File: src/hw/rtl/indexed_list_engine_assert.svh
// Assertion macros for the indexed list engine.
// Included by the top level; the checks drop out when SYNTHESIS is defined.
`ifndef INDEXED_LIST_ENGINE_ASSERT_SVH
`define INDEXED_LIST_ENGINE_ASSERT_SVH
`ifndef SYNTHESIS
// Same-cycle implication
`define ILE_ASSERT_NOW(label, clk, rst_n, ante, cons) \
	label: assert property (@(posedge clk) disable iff (!rst_n) (ante) |-> (cons)) \
		else $error("indexed_list_engine: check failed");
// Next-cycle implication
`define ILE_ASSERT_NEXT(label, clk, rst_n, ante, cons) \
	label: assert property (@(posedge clk) disable iff (!rst_n) (ante) |=> (cons)) \
		else $error("indexed_list_engine: check failed");
`else
`define ILE_ASSERT_NOW(label, clk, rst_n, ante, cons)
`define ILE_ASSERT_NEXT(label, clk, rst_n, ante, cons)
`endif
`endif

File: src/hw/rtl/ile_pkg.sv
// Shared constants, types and codes of the indexed list engine.
// No dependencies; each RTL file but the assertion header uses it by scoped names.
`default_nettype none

package ile_pkg;

	localparam int CAPACITY  = 16;
	localparam int WORD_BITS = 32;
	localparam int IDX_BITS  = (CAPACITY > 1) ? $clog2(CAPACITY) : 1;
	localparam int CNT_BITS  = $clog2(CAPACITY + 1);

	typedef logic [WORD_BITS-1:0] word_t;
	typedef logic [IDX_BITS-1:0]  idx_t;
	typedef logic [CNT_BITS-1:0]  cnt_t;

	// Fixed field widths of the command and result beats
	typedef logic [4:0]  pos_t;
	typedef logic [31:0] oword_t;
	typedef logic [3:0]  found_t;
	typedef logic [4:0]  entries_t;

	typedef enum logic [2:0] {
		OP_APPEND   = 3'd0,
		OP_INSERT   = 3'd1,
		OP_READ     = 3'd2,
		OP_POP      = 3'd3,
		OP_POP_LAST = 3'd4,
		OP_REMOVE   = 3'd5,
		OP_FIND     = 3'd6,
		OP_REVERSE  = 3'd7
	} op_t;

	typedef enum logic [1:0] {
		STAT_OK    = 2'd0,
		STAT_FULL  = 2'd1,
		STAT_RANGE = 2'd2,
		STAT_MISS  = 2'd3
	} stat_t;

	// Action broadcast to every cell of the row
	typedef enum logic [2:0] {
		ACT_HOLD,
		ACT_INSERT,
		ACT_DELETE,
		ACT_TAG,
		ACT_SWAP
	} cell_act_t;

	typedef struct packed {
		cell_act_t act;
		cnt_t      pos;
		logic      odd;
	} cell_ctl_t;

	typedef struct packed {
		logic any;
		idx_t first;
	} match_t;

	typedef enum logic [1:0] {
		FSM_IDLE,
		FSM_EXEC,
		FSM_REV,
		FSM_WRAP
	} fsm_t;

	typedef struct packed {
		op_t   op;
		pos_t  pos;
		word_t word;
	} cmd_t;

	typedef struct packed {
		stat_t    status;
		oword_t   word;
		found_t   found;
		entries_t entries;
	} res_t;

endpackage

`default_nettype wire

File: src/hw/rtl/ile_intf.sv
// Handshake interfaces for the command and result channels.
// Depends on ile_pkg for the opcode and status codes.
`default_nettype none

interface ile_cmd_if;
	logic              valid;
	logic              ready;
	ile_pkg::op_t      opcode;
	ile_pkg::pos_t     position;
	logic [31:0]       word_in;

	modport source (output valid, output opcode, output position, output word_in,
		input ready);
	modport sink (input valid, input opcode, input position, input word_in,
		output ready);
endinterface

interface ile_res_if;
	logic              valid;
	logic              ready;
	ile_pkg::stat_t    status;
	logic [31:0]       word_out;
	logic [3:0]        found_at;
	logic [4:0]        entries;

	modport source (output valid, output status, output word_out, output found_at,
		output entries, input ready);
	modport sink (input valid, input status, input word_out, input found_at,
		input entries, output ready);
endinterface

`default_nettype wire

File: src/hw/rtl/indexed_list_engine.sv
// Top level of the indexed list engine: command sequencer, count, result
// register. Depends on ile_pkg, ile_intf and ile_chain.
`default_nettype none
`include "indexed_list_engine_assert.svh"

// An ordered list of up to CAPACITY words kept in a row of cells, each cell
// holding one entry and trading data with its neighbours. A command beat is
// taken while the sequencer is idle and carried out in its execute state once
// the output register is free, for append, insert, read, pop, pop last,
// remove and find alike; no new command is accepted until the last is done.
// Reverse runs an odd-even transposition pass over the row, one pass per
// live entry when it holds two or more entries and none otherwise; the number
// of passes is what sets its length. A finished result waits in the output
// register and only holds the sequencer when the next result is due while
// the previous one has not yet been taken. Every command gives one result
// beat with status, word, match index and the count after the command.
module indexed_list_engine (
	input  wire logic clk,
	input  wire logic arst_n,
	ile_cmd_if.sink   cmd,
	ile_res_if.source res
);

	ile_pkg::fsm_t      state_q, state_n;
	ile_pkg::cmd_t      cmd_q;
	ile_pkg::cnt_t      fill_q, fill_n;
	ile_pkg::cnt_t      phase_q;
	logic               out_valid_q;
	ile_pkg::res_t      res_q, res_n;
	logic               res_load;
	logic               exec_fire;
	logic               out_free;
	ile_pkg::cell_act_t act_c;
	ile_pkg::cnt_t      pos_c;
	ile_pkg::cell_ctl_t ctl;
	ile_pkg::idx_t      sel_idx;
	ile_pkg::match_t    match;
	ile_pkg::word_t     sel_word;

	assign out_free  = !out_valid_q || res.ready;
	assign cmd.ready = (state_q == ile_pkg::FSM_IDLE);
	assign ctl       = '{act: act_c, pos: pos_c, odd: phase_q[0]};

	ile_chain u_chain (
		.clk      (clk),
		.ctl      (ctl),
		.key      (cmd_q.word),
		.fill     (fill_q),
		.sel_idx  (sel_idx),
		.match    (match),
		.sel_word (sel_word)
	);

	// Capture the command beat
	always_ff @(posedge clk) begin
		if (cmd.valid && cmd.ready) begin
			cmd_q <= '{op: cmd.opcode, pos: cmd.position,
				word: ile_pkg::word_t'(cmd.word_in)};
		end
	end

	// Point the entry select at the cell the command reads
	always_comb begin
		sel_idx = ile_pkg::idx_t'(cmd_q.pos);
		if (cmd_q.op == ile_pkg::OP_POP_LAST) begin
			sel_idx = ile_pkg::idx_t'(fill_q - 1'b1);
		end else if (cmd_q.op == ile_pkg::OP_REMOVE) begin
			sel_idx = match.first;
		end
	end

	// Next state
	always_comb begin
		state_n = state_q;
		unique case (state_q)
			ile_pkg::FSM_IDLE: begin
				if (cmd.valid) begin
					state_n = ile_pkg::FSM_EXEC;
				end
			end
			ile_pkg::FSM_EXEC: begin
				if (cmd_q.op == ile_pkg::OP_REVERSE) begin
					state_n = (fill_q >= 2'd2) ? ile_pkg::FSM_REV : ile_pkg::FSM_WRAP;
				end else if (out_free) begin
					state_n = ile_pkg::FSM_IDLE;
				end
			end
			ile_pkg::FSM_REV: begin
				if (phase_q + 1'b1 == fill_q) begin
					state_n = ile_pkg::FSM_WRAP;
				end
			end
			ile_pkg::FSM_WRAP: begin
				if (out_free) begin
					state_n = ile_pkg::FSM_IDLE;
				end
			end
			default: state_n = ile_pkg::FSM_IDLE;
		endcase
	end

	// Decode the command into a row action, a new count and a result
	always_comb begin
		act_c     = ile_pkg::ACT_HOLD;
		pos_c     = '0;
		fill_n    = fill_q;
		res_load  = 1'b0;
		exec_fire = 1'b0;
		res_n     = '{status: ile_pkg::STAT_OK, word: '0, found: '0,
			entries: ile_pkg::entries_t'(fill_q)};
		unique case (state_q)
			ile_pkg::FSM_IDLE: begin
			end
			ile_pkg::FSM_EXEC: begin
				if (cmd_q.op == ile_pkg::OP_REVERSE) begin
					act_c = ile_pkg::ACT_TAG;
				end else if (out_free) begin
					exec_fire = 1'b1;
					res_load  = 1'b1;
					unique case (cmd_q.op)
						ile_pkg::OP_APPEND: begin
							if (fill_q == ile_pkg::cnt_t'(ile_pkg::CAPACITY)) begin
								res_n.status = ile_pkg::STAT_FULL;
							end else begin
								act_c  = ile_pkg::ACT_INSERT;
								pos_c  = fill_q;
								fill_n = fill_q + 1'b1;
							end
						end
						ile_pkg::OP_INSERT: begin
							if (cmd_q.pos > fill_q) begin
								res_n.status = ile_pkg::STAT_RANGE;
							end else if (fill_q == ile_pkg::cnt_t'(ile_pkg::CAPACITY)) begin
								res_n.status = ile_pkg::STAT_FULL;
							end else begin
								act_c  = ile_pkg::ACT_INSERT;
								pos_c  = ile_pkg::cnt_t'(cmd_q.pos);
								fill_n = fill_q + 1'b1;
							end
						end
						ile_pkg::OP_READ: begin
							if (cmd_q.pos >= fill_q) begin
								res_n.status = ile_pkg::STAT_RANGE;
							end else begin
								res_n.word = ile_pkg::oword_t'(sel_word);
							end
						end
						ile_pkg::OP_POP: begin
							if (cmd_q.pos >= fill_q) begin
								res_n.status = ile_pkg::STAT_RANGE;
							end else begin
								res_n.word = ile_pkg::oword_t'(sel_word);
								act_c      = ile_pkg::ACT_DELETE;
								pos_c      = ile_pkg::cnt_t'(cmd_q.pos);
								fill_n     = fill_q - 1'b1;
							end
						end
						ile_pkg::OP_POP_LAST: begin
							if (fill_q == '0) begin
								res_n.status = ile_pkg::STAT_MISS;
							end else begin
								res_n.word = ile_pkg::oword_t'(sel_word);
								fill_n     = fill_q - 1'b1;
							end
						end
						ile_pkg::OP_REMOVE: begin
							if (!match.any) begin
								res_n.status = ile_pkg::STAT_MISS;
							end else begin
								res_n.word  = ile_pkg::oword_t'(sel_word);
								res_n.found = ile_pkg::found_t'(match.first);
								act_c       = ile_pkg::ACT_DELETE;
								pos_c       = ile_pkg::cnt_t'(match.first);
								fill_n      = fill_q - 1'b1;
							end
						end
						ile_pkg::OP_FIND: begin
							if (!match.any) begin
								res_n.status = ile_pkg::STAT_MISS;
							end else begin
								res_n.found = ile_pkg::found_t'(match.first);
							end
						end
						ile_pkg::OP_REVERSE: begin
							// handled by the tag and swap passes
						end
						default: begin
						end
					endcase
					res_n.entries = ile_pkg::entries_t'(fill_n);
				end
			end
			ile_pkg::FSM_REV: begin
				act_c = ile_pkg::ACT_SWAP;
			end
			ile_pkg::FSM_WRAP: begin
				res_load = out_free;
			end
			default: begin
			end
		endcase
	end

	// Advance the sequencer and the count
	always_ff @(posedge clk or negedge arst_n) begin
		if (!arst_n) begin
			state_q <= ile_pkg::FSM_IDLE;
			fill_q  <= '0;
		end else begin
			state_q <= state_n;
			fill_q  <= fill_n;
		end
	end

	// Count the swap passes of a reverse
	always_ff @(posedge clk or negedge arst_n) begin
		if (!arst_n) begin
			phase_q <= '0;
		end else if (state_q == ile_pkg::FSM_EXEC) begin
			phase_q <= '0;
		end else if (state_q == ile_pkg::FSM_REV) begin
			phase_q <= phase_q + 1'b1;
		end
	end

	// Hold the result beat until it is taken
	always_ff @(posedge clk or negedge arst_n) begin
		if (!arst_n) begin
			out_valid_q <= 1'b0;
		end else if (res_load) begin
			out_valid_q <= 1'b1;
		end else if (res.ready) begin
			out_valid_q <= 1'b0;
		end
	end

	always_ff @(posedge clk) begin
		if (res_load) begin
			res_q <= res_n;
		end
	end

	assign res.valid    = out_valid_q;
	assign res.status   = res_q.status;
	assign res.word_out = res_q.word;
	assign res.found_at = res_q.found;
	assign res.entries  = res_q.entries;

	// Checks
	`ILE_ASSERT_NOW(a_fill_bound, clk, arst_n, 1'b1, fill_q <= ile_pkg::cnt_t'(ile_pkg::CAPACITY))
	`ILE_ASSERT_NEXT(a_fill_hold, clk, arst_n, !exec_fire, $stable(fill_q))
	`ILE_ASSERT_NOW(a_word_zero, clk, arst_n, res_load && (res_n.status != ile_pkg::STAT_OK), res_n.word == '0)
	`ILE_ASSERT_NOW(a_phase_range, clk, arst_n, state_q == ile_pkg::FSM_REV, phase_q < fill_q)

endmodule

`default_nettype wire

File: src/hw/rtl/ile_cell.sv
// One cell of the list row: holds one entry and its reverse-sort tag.
// Depends on ile_pkg; takes data from its lower or upper neighbour.
`default_nettype none

module ile_cell (
	input  wire logic              clk,
	input  wire ile_pkg::idx_t     idx,
	input  wire ile_pkg::cell_ctl_t ctl,
	input  wire ile_pkg::word_t    key,
	input  wire ile_pkg::cnt_t     fill,
	input  wire ile_pkg::word_t    lower_word,
	input  wire ile_pkg::idx_t     lower_tag,
	input  wire ile_pkg::word_t    upper_word,
	input  wire ile_pkg::idx_t     upper_tag,
	output      ile_pkg::word_t    word,
	output      ile_pkg::idx_t     tag,
	output      logic              hit
);

	ile_pkg::word_t word_q, word_n;
	ile_pkg::idx_t  tag_q, tag_n;
	ile_pkg::cnt_t  at_c;
	logic           left_c;

	assign at_c   = ile_pkg::cnt_t'(idx);
	assign left_c = (idx[0] == ctl.odd);

	// Flag a live entry that equals the search key
	assign hit = (at_c < fill) && (word_q == key);

	// Pick the next content of this cell
	always_comb begin
		word_n = word_q;
		tag_n  = tag_q;
		case (ctl.act)
			ile_pkg::ACT_INSERT: begin
				if (at_c == ctl.pos) begin
					word_n = key;
				end else if (at_c > ctl.pos) begin
					word_n = lower_word;
				end
			end
			ile_pkg::ACT_DELETE: begin
				if (at_c >= ctl.pos) begin
					word_n = upper_word;
				end
			end
			ile_pkg::ACT_TAG: begin
				tag_n = idx;
			end
			ile_pkg::ACT_SWAP: begin
				// Odd-even transposition: swap a pair whose tags are still ascending
				if (left_c) begin
					if ((at_c + 1'b1 < fill) && (tag_q < upper_tag)) begin
						word_n = upper_word;
						tag_n  = upper_tag;
					end
				end else begin
					if ((at_c != '0) && (at_c < fill) && (lower_tag < tag_q)) begin
						word_n = lower_word;
						tag_n  = lower_tag;
					end
				end
			end
			default: begin
			end
		endcase
	end

	// Hold the entry
	always_ff @(posedge clk) begin
		word_q <= word_n;
		tag_q  <= tag_n;
	end

	assign word = word_q;
	assign tag  = tag_q;

endmodule

`default_nettype wire

File: src/hw/rtl/ile_chain.sv
// Row of list cells wired neighbour to neighbour, with the first-match
// encoder and the entry select. Depends on ile_pkg and ile_cell.
`default_nettype none

module ile_chain (
	input  wire logic               clk,
	input  wire ile_pkg::cell_ctl_t ctl,
	input  wire ile_pkg::word_t     key,
	input  wire ile_pkg::cnt_t      fill,
	input  wire ile_pkg::idx_t      sel_idx,
	output      ile_pkg::match_t    match,
	output      ile_pkg::word_t     sel_word
);

	ile_pkg::word_t              word_c [ile_pkg::CAPACITY];
	ile_pkg::idx_t               tag_c  [ile_pkg::CAPACITY];
	logic [ile_pkg::CAPACITY-1:0] hit_c;

	// Build the row; the ends see their own content as neighbour
	for (genvar g = 0; g < ile_pkg::CAPACITY; g++) begin : g_cell
		ile_pkg::word_t lower_w, upper_w;
		ile_pkg::idx_t  lower_t, upper_t;

		if (g == 0) begin : g_bot
			assign lower_w = word_c[g];
			assign lower_t = tag_c[g];
		end else begin : g_mid_lo
			assign lower_w = word_c[g-1];
			assign lower_t = tag_c[g-1];
		end

		if (g == ile_pkg::CAPACITY - 1) begin : g_top
			assign upper_w = word_c[g];
			assign upper_t = tag_c[g];
		end else begin : g_mid_hi
			assign upper_w = word_c[g+1];
			assign upper_t = tag_c[g+1];
		end

		ile_cell u_cell (
			.clk        (clk),
			.idx        (ile_pkg::idx_t'(g)),
			.ctl        (ctl),
			.key        (key),
			.fill       (fill),
			.lower_word (lower_w),
			.lower_tag  (lower_t),
			.upper_word (upper_w),
			.upper_tag  (upper_t),
			.word       (word_c[g]),
			.tag        (tag_c[g]),
			.hit        (hit_c[g])
		);
	end

	// Encode the lowest matching cell
	always_comb begin
		match = '{any: 1'b0, first: '0};
		for (int i = ile_pkg::CAPACITY - 1; i >= 0; i--) begin
			if (hit_c[i]) begin
				match.any   = 1'b1;
				match.first = ile_pkg::idx_t'(i);
			end
		end
	end

	// Select one entry for read, pop, pop last and remove
	always_comb begin
		sel_word = '0;
		for (int i = 0; i < ile_pkg::CAPACITY; i++) begin
			if (ile_pkg::idx_t'(i) == sel_idx) begin
				sel_word = word_c[i];
			end
		end
	end

endmodule

`default_nettype wire
File: src/flat_wrapper.sv
// flat-port wrapper written by rule: the top's interface ports become plain ports
module indexed_list_engine_flat 
  (clk, arst_n, cmd_valid, cmd_opcode, cmd_position, cmd_word_in, cmd_ready, res_valid, res_status, res_word_out, res_found_at, res_entries, res_ready);
  ile_cmd_if cmd_i ();
  ile_res_if res_i ();
  input  wire logic clk;
  input  wire logic arst_n;
  input wire logic [$bits(cmd_i.valid)-1:0] cmd_valid;
  input wire logic [$bits(cmd_i.opcode)-1:0] cmd_opcode;
  input wire logic [$bits(cmd_i.position)-1:0] cmd_position;
  input wire logic [$bits(cmd_i.word_in)-1:0] cmd_word_in;
  output wire logic [$bits(cmd_i.ready)-1:0] cmd_ready;
  output wire logic [$bits(res_i.valid)-1:0] res_valid;
  output wire logic [$bits(res_i.status)-1:0] res_status;
  output wire logic [$bits(res_i.word_out)-1:0] res_word_out;
  output wire logic [$bits(res_i.found_at)-1:0] res_found_at;
  output wire logic [$bits(res_i.entries)-1:0] res_entries;
  input wire logic [$bits(res_i.ready)-1:0] res_ready;
  assign cmd_i.valid = cmd_valid;
  assign cmd_i.opcode = cmd_opcode;
  assign cmd_i.position = cmd_position;
  assign cmd_i.word_in = cmd_word_in;
  assign cmd_ready = cmd_i.ready;
  assign res_valid = res_i.valid;
  assign res_status = res_i.status;
  assign res_word_out = res_i.word_out;
  assign res_found_at = res_i.found_at;
  assign res_entries = res_i.entries;
  assign res_i.ready = res_ready;
  indexed_list_engine u_core (.clk(clk), .arst_n(arst_n), .cmd(cmd_i), .res(res_i));
endmodule
File: config.mk
export PLATFORM = sky130hd
export DESIGN_NAME = indexed_list_engine_flat
export DESIGN_NICKNAME = d
export VERILOG_FILES = /design/src/hw/rtl/ile_pkg.sv /design/src/hw/rtl/ile_intf.sv /design/src/hw/rtl/indexed_list_engine.sv /design/src/hw/rtl/ile_cell.sv /design/src/hw/rtl/ile_chain.sv /design/src/flat_wrapper.sv
export VERILOG_INCLUDE_DIRS = /design/src /design/src/hw/rtl
export SDC_FILE = /design/constraint.sdc
export NUM_CORES = 2
export LEC_CHECK = 0
export BUFFER_PORTS_ARGS = -buffer_cell sky130_fd_sc_hd__buf_4
export CAP_MARGIN = 40
export CORE_UTILIZATION = 40
export DETAILED_ROUTE_END_ITERATION = 8
export PLACE_DENSITY = 0.56
export SYNTH_ARGS = -nofsm -noshare
export SYNTH_HDL_FRONTEND = slang
export SYNTH_SLANG_ARGS = --single-unit
File: constraint.sdc
create_clock -name clk -period 16.6 [get_ports clk]
set_input_delay 4.98 -clock clk [delete_from_list [all_inputs] [get_ports clk]]
set_output_delay 4.98 -clock clk [all_outputs]
set_load 0.03 [all_outputs]
==> metrics.cfg <==
[critical_path]
crit_required_ps = 17150
reg2reg_from = u_core.fill_q[3]
r2r_slack_ps = 8690
startpoint_type = input port
r2r_end = u_core.res.word_out[12]
rr_worst_depth = 17
crit_type = input port to flip-flop
worstPathArrival_ps = 9020
crit_fanout = 56
startpoint = res_ready
endpoint_kind = flip-flop

[pwr]
clock_power_share_pct = 19.0
power_frac_seq_pct = 34.9
leakagePower_nw = 17.8
pwr-share-comb_pct = 46.1
power.density_nw_per_um2 = 206
p_int_w = 0.00546
vdd_drop_max_v = 0.000128
power_switching_w = 0.00493
p_sw_share_pct = 47.4

[die]
dieArea_um2 = 115000
dieWidth_um = 339
die_h_um = 339
fp.coreArea_um2 = 112000
start_util_pct = 40.3
ioPinCount = 89
rows = 123

[clocking]
clk_path_buf_depth = 3
clk_latency_ps = 690
htree_num_levels = 3
clk_pin_slew_ps = 70
ctsHoldBuffers = 0
cts_tree = built
cts_resized = 0
clockRootBuffer = clkbuf_16
postCtsSetupBuffers = 0
cts_num_sinks = 672
cts_buffers = 85

[final_layout]
drive_gt1_share_pct = 11.1
fin_cells = 5958
nets = 4493
fin_util_pct = 45.0
final_area_um2 = 50500
final.fill_count = 10700
area_growth_pct = 11.5

[route]
vias_per_cell = 6.83
routedWlPerCell_um = 36.2
dr.pass1.iters = 6
drt_iter0_drc = 6853
vias = 40700
drc_errors = 0
wirelength_mm = 216
postRouteAntennaNets = 0

[synth]
synth_edf_count = 659
postSynthAreaPerCell_um2 = 10.2
synthCells = 4430
yosys_warnings = 0
synth_area_um2 = 45300
synth-seq-cells = 672
synthesis.nets = 4535
async_reset_ff_share_pct = 1.93
ys_dominant_reg_cell = edfxtp_1
ys_seq_area_share_pct = 44.4
synth_cell_types = 89

[placement]
placedCellCount = 5795
dpl_worst_slack_ps = 7620
portBuffers = 88
dpl-instance-area_um2 = 47600
hpwlAfterDp_mm = 159
gp_congestion = 1.04

[worst_hold_path]
whs_path_depth = 2
min_from = u_core.phase_q[4]
hold_path_end = u_core.phase_q[4]
hold_path_class = flip-flop to flip-flop

[sta]
rsz0062_at_grt = no
setup_viol = 0
worst_pin_slew_ps = 1020
clock_skew_ps = 35.4
slew_headroom_pct = 31.7
finalMaxSlewViolations = 0
setup_ws_ps = 8130
layout_min_cycle_time_ps = 8470
fin_tns_setup_ps = 0
fmax_mhz = 118
hold_viol_final = 0
finalCritPeriodShare_pct = 51.0

[job]
drv_cap = 0

[global_route]
grt_max_degree = 78
antenna_found_initial = 3
track_usage_pct = 36.4
grt-ovfl-total = 0
grt_pass1_wl_mm = 299
first_global_vias = 37500

[outcome]
status = finished clean

==> cell usage in the layout, fill, tap and decap left out, types with 36 or more instances in the layout <==
cell | netlist | layout
buf_4 | 16 | 219
edfxtp_1 | 659 | 659
a221oi_1 | 37 | 36
clkbuf_16 | 0 | 89
nand2_1 | 376 | 370
a31oi_1 | 51 | 51
nor2b_1 | 87 | 86
a221o_1 | 390 | 390
inv_1 | 113 | 113
and2_1 | 171 | 170
a22o_1 | 44 | 44
ha_1 | 61 | 61
nand3_1 | 62 | 62
nor2_1 | 342 | 332
mux2i_1 | 85 | 85
nor3_1 | 49 | 41
nor4_1 | 120 | 120
xnor2_1 | 260 | 260
a22oi_1 | 41 | 41
mux2_2 | 39 | 39
xor2_1 | 261 | 261
o21ai_0 | 120 | 120
nand2b_1 | 36 | 36
nand4_1 | 106 | 106
a21o_1 | 68 | 66
a21oi_1 | 98 | 95
==> final cells by class <==
type	instances	area, µm²	area share, %
Antenna cell	1	2.50	0.00495
Clock buffer	104	2310	4.58
Clock inverter	52	556	1.10
Inverter	113	424	0.840
Multi-Input combinational cell	3272	23300	46.1
Sequential cell	672	20100	39.8
Tap cell	1500	1880	3.72
Timing Repair Buffer	244	1920	3.81
==> worst max-delay path, stage by stage <==
cell	delay, ps
buf_4	120
nand2b_1	190
and3_1	310
inv_1	120
o21ai_0	190
or3_1	540
nand2_4	440
buf_4	630
buf_16	310
buf_4	420
buf_16	280
and2_1	190
a221o_1	120
==> metal layers <==
| layer | wire length [µm] | part of all wire [%] | vias up | GRT usage [%] |
|---|---|---|---|---|
| li1 | - | - | 16900 | - |
| met1 | 85100 | 39 | 20200 | 49.4 |
| met2 | 89100 | 41 | 3138 | 51.8 |
| met3 | 27300 | 13 | 474 | 9.77 |
| met4 | 14400 | 6.7 | 0 | 21.0 |
| met5 | 0 | 0 | - | 0 |
==> how the worst max path moves through the flow <==
stage | endpoint | cells past startpoint | slack (ps)
2_1_floorplan | u_core.u_chain.g_cell[8].u_cell.word[0] | 9 | 7050
3_3_place_gp | u_core.u_chain.g_cell[7].u_cell.word[14] | 11 | 7340
3_5_place_dp | u_core.u_chain.g_cell[1].u_cell.word[5] | 13 | 7620
4_1_cts | u_core.u_chain.g_cell[1].u_cell.word[13] | 13 | 8330
5_1_grt | u_core.u_chain.g_cell[7].u_cell.word[8] | 13 | 8020
6_report | u_core.u_chain.g_cell[1].u_cell.word[13] | 13 | 8130
==> synthesized netlist by cell type, drive strengths merged, types with 14 or more instances <==
master	instances	area, µm²
a211oi	25	188
a21o	70	541
a21oi	100	516
a221o	390	3900
a221oi	37	324
a222oi	32	320
a22o	44	385
a22oi	41	308
a31oi	51	319
a32o	14	140
and2	172	1080
buf	220	1220
clkbuf	153	574
edfxtp	659	19800
ha	61	763
inv	113	424
mux2	39	439
mux2i	85	851
nand2	379	1430
nand2b	36	225
nand3	65	340
nand4	107	676
nand4b	14	123
nor2	345	1300
nor2b	87	544
nor3	55	312
nor4	122	776
o211ai	34	255
o21ai	141	717
o22ai	33	206
or4	17	128
xnor2	260	2280
xor2	261	2290
==> registers in the layout (all words and copies together), names as in the netlist <==
| register | flops |
|---|---|
| u_core.res.entries | 5 |
| u_core.u_chain.g_cell.u_cell.word | 512 |
| u_core.phase_q | 5 |
| u_core.cmd_q | 40 |
| u_core.res.word_out | 32 |
| u_core.res.status | 2 |
| u_core.u_chain.g_cell.u_cell.tag | 64 |
| u_core.res.valid | 1 |
| u_core.res.found_at | 4 |
| u_core.fill_q | 5 |
| u_core.state_q | 2 |
==> cell families (layout without fill, tap and decap cells) <==
family	after synthesis	after routing	share of synthesized area, %
adder cells (fa/ha/maj)	61	61	1.68
XOR/XNOR	521	521	10.1
AND/OR/NAND/NOR	1466	1466	16.5
flip-flops	672	672	44.4
AO/OA/AOI/OAI	1100	1100	19.6
buffers and inverters	486	513	4.90
other	0	1	0
multiplexers	124	124	2.85
==> power by group through the flow <==
stage	Clock [W]	Combinational (W)	Sequential [W]
after detailed placement	0	0.00457	0.00358
after CTS	0.00199	0.00459	0.00355
after global routing	0.00204	0.00489	0.00364
after floorplan	0	0.00269	0.00333
after global placement	0	0.00449	0.00357
final	0.00198	0.00478	0.00362
==> metrics by stage <==
stage / hold slack [ps] / power [W]
final: 567 / 0.0104
after global routing: 578 / 0.0106
after CTS: 562 / 0.0101
after detailed placement: 546 / 0.00815
after global placement: 539 / 0.00807
after floorplan: 518 / 0.00602
Power figures use the tool's default switching activity.
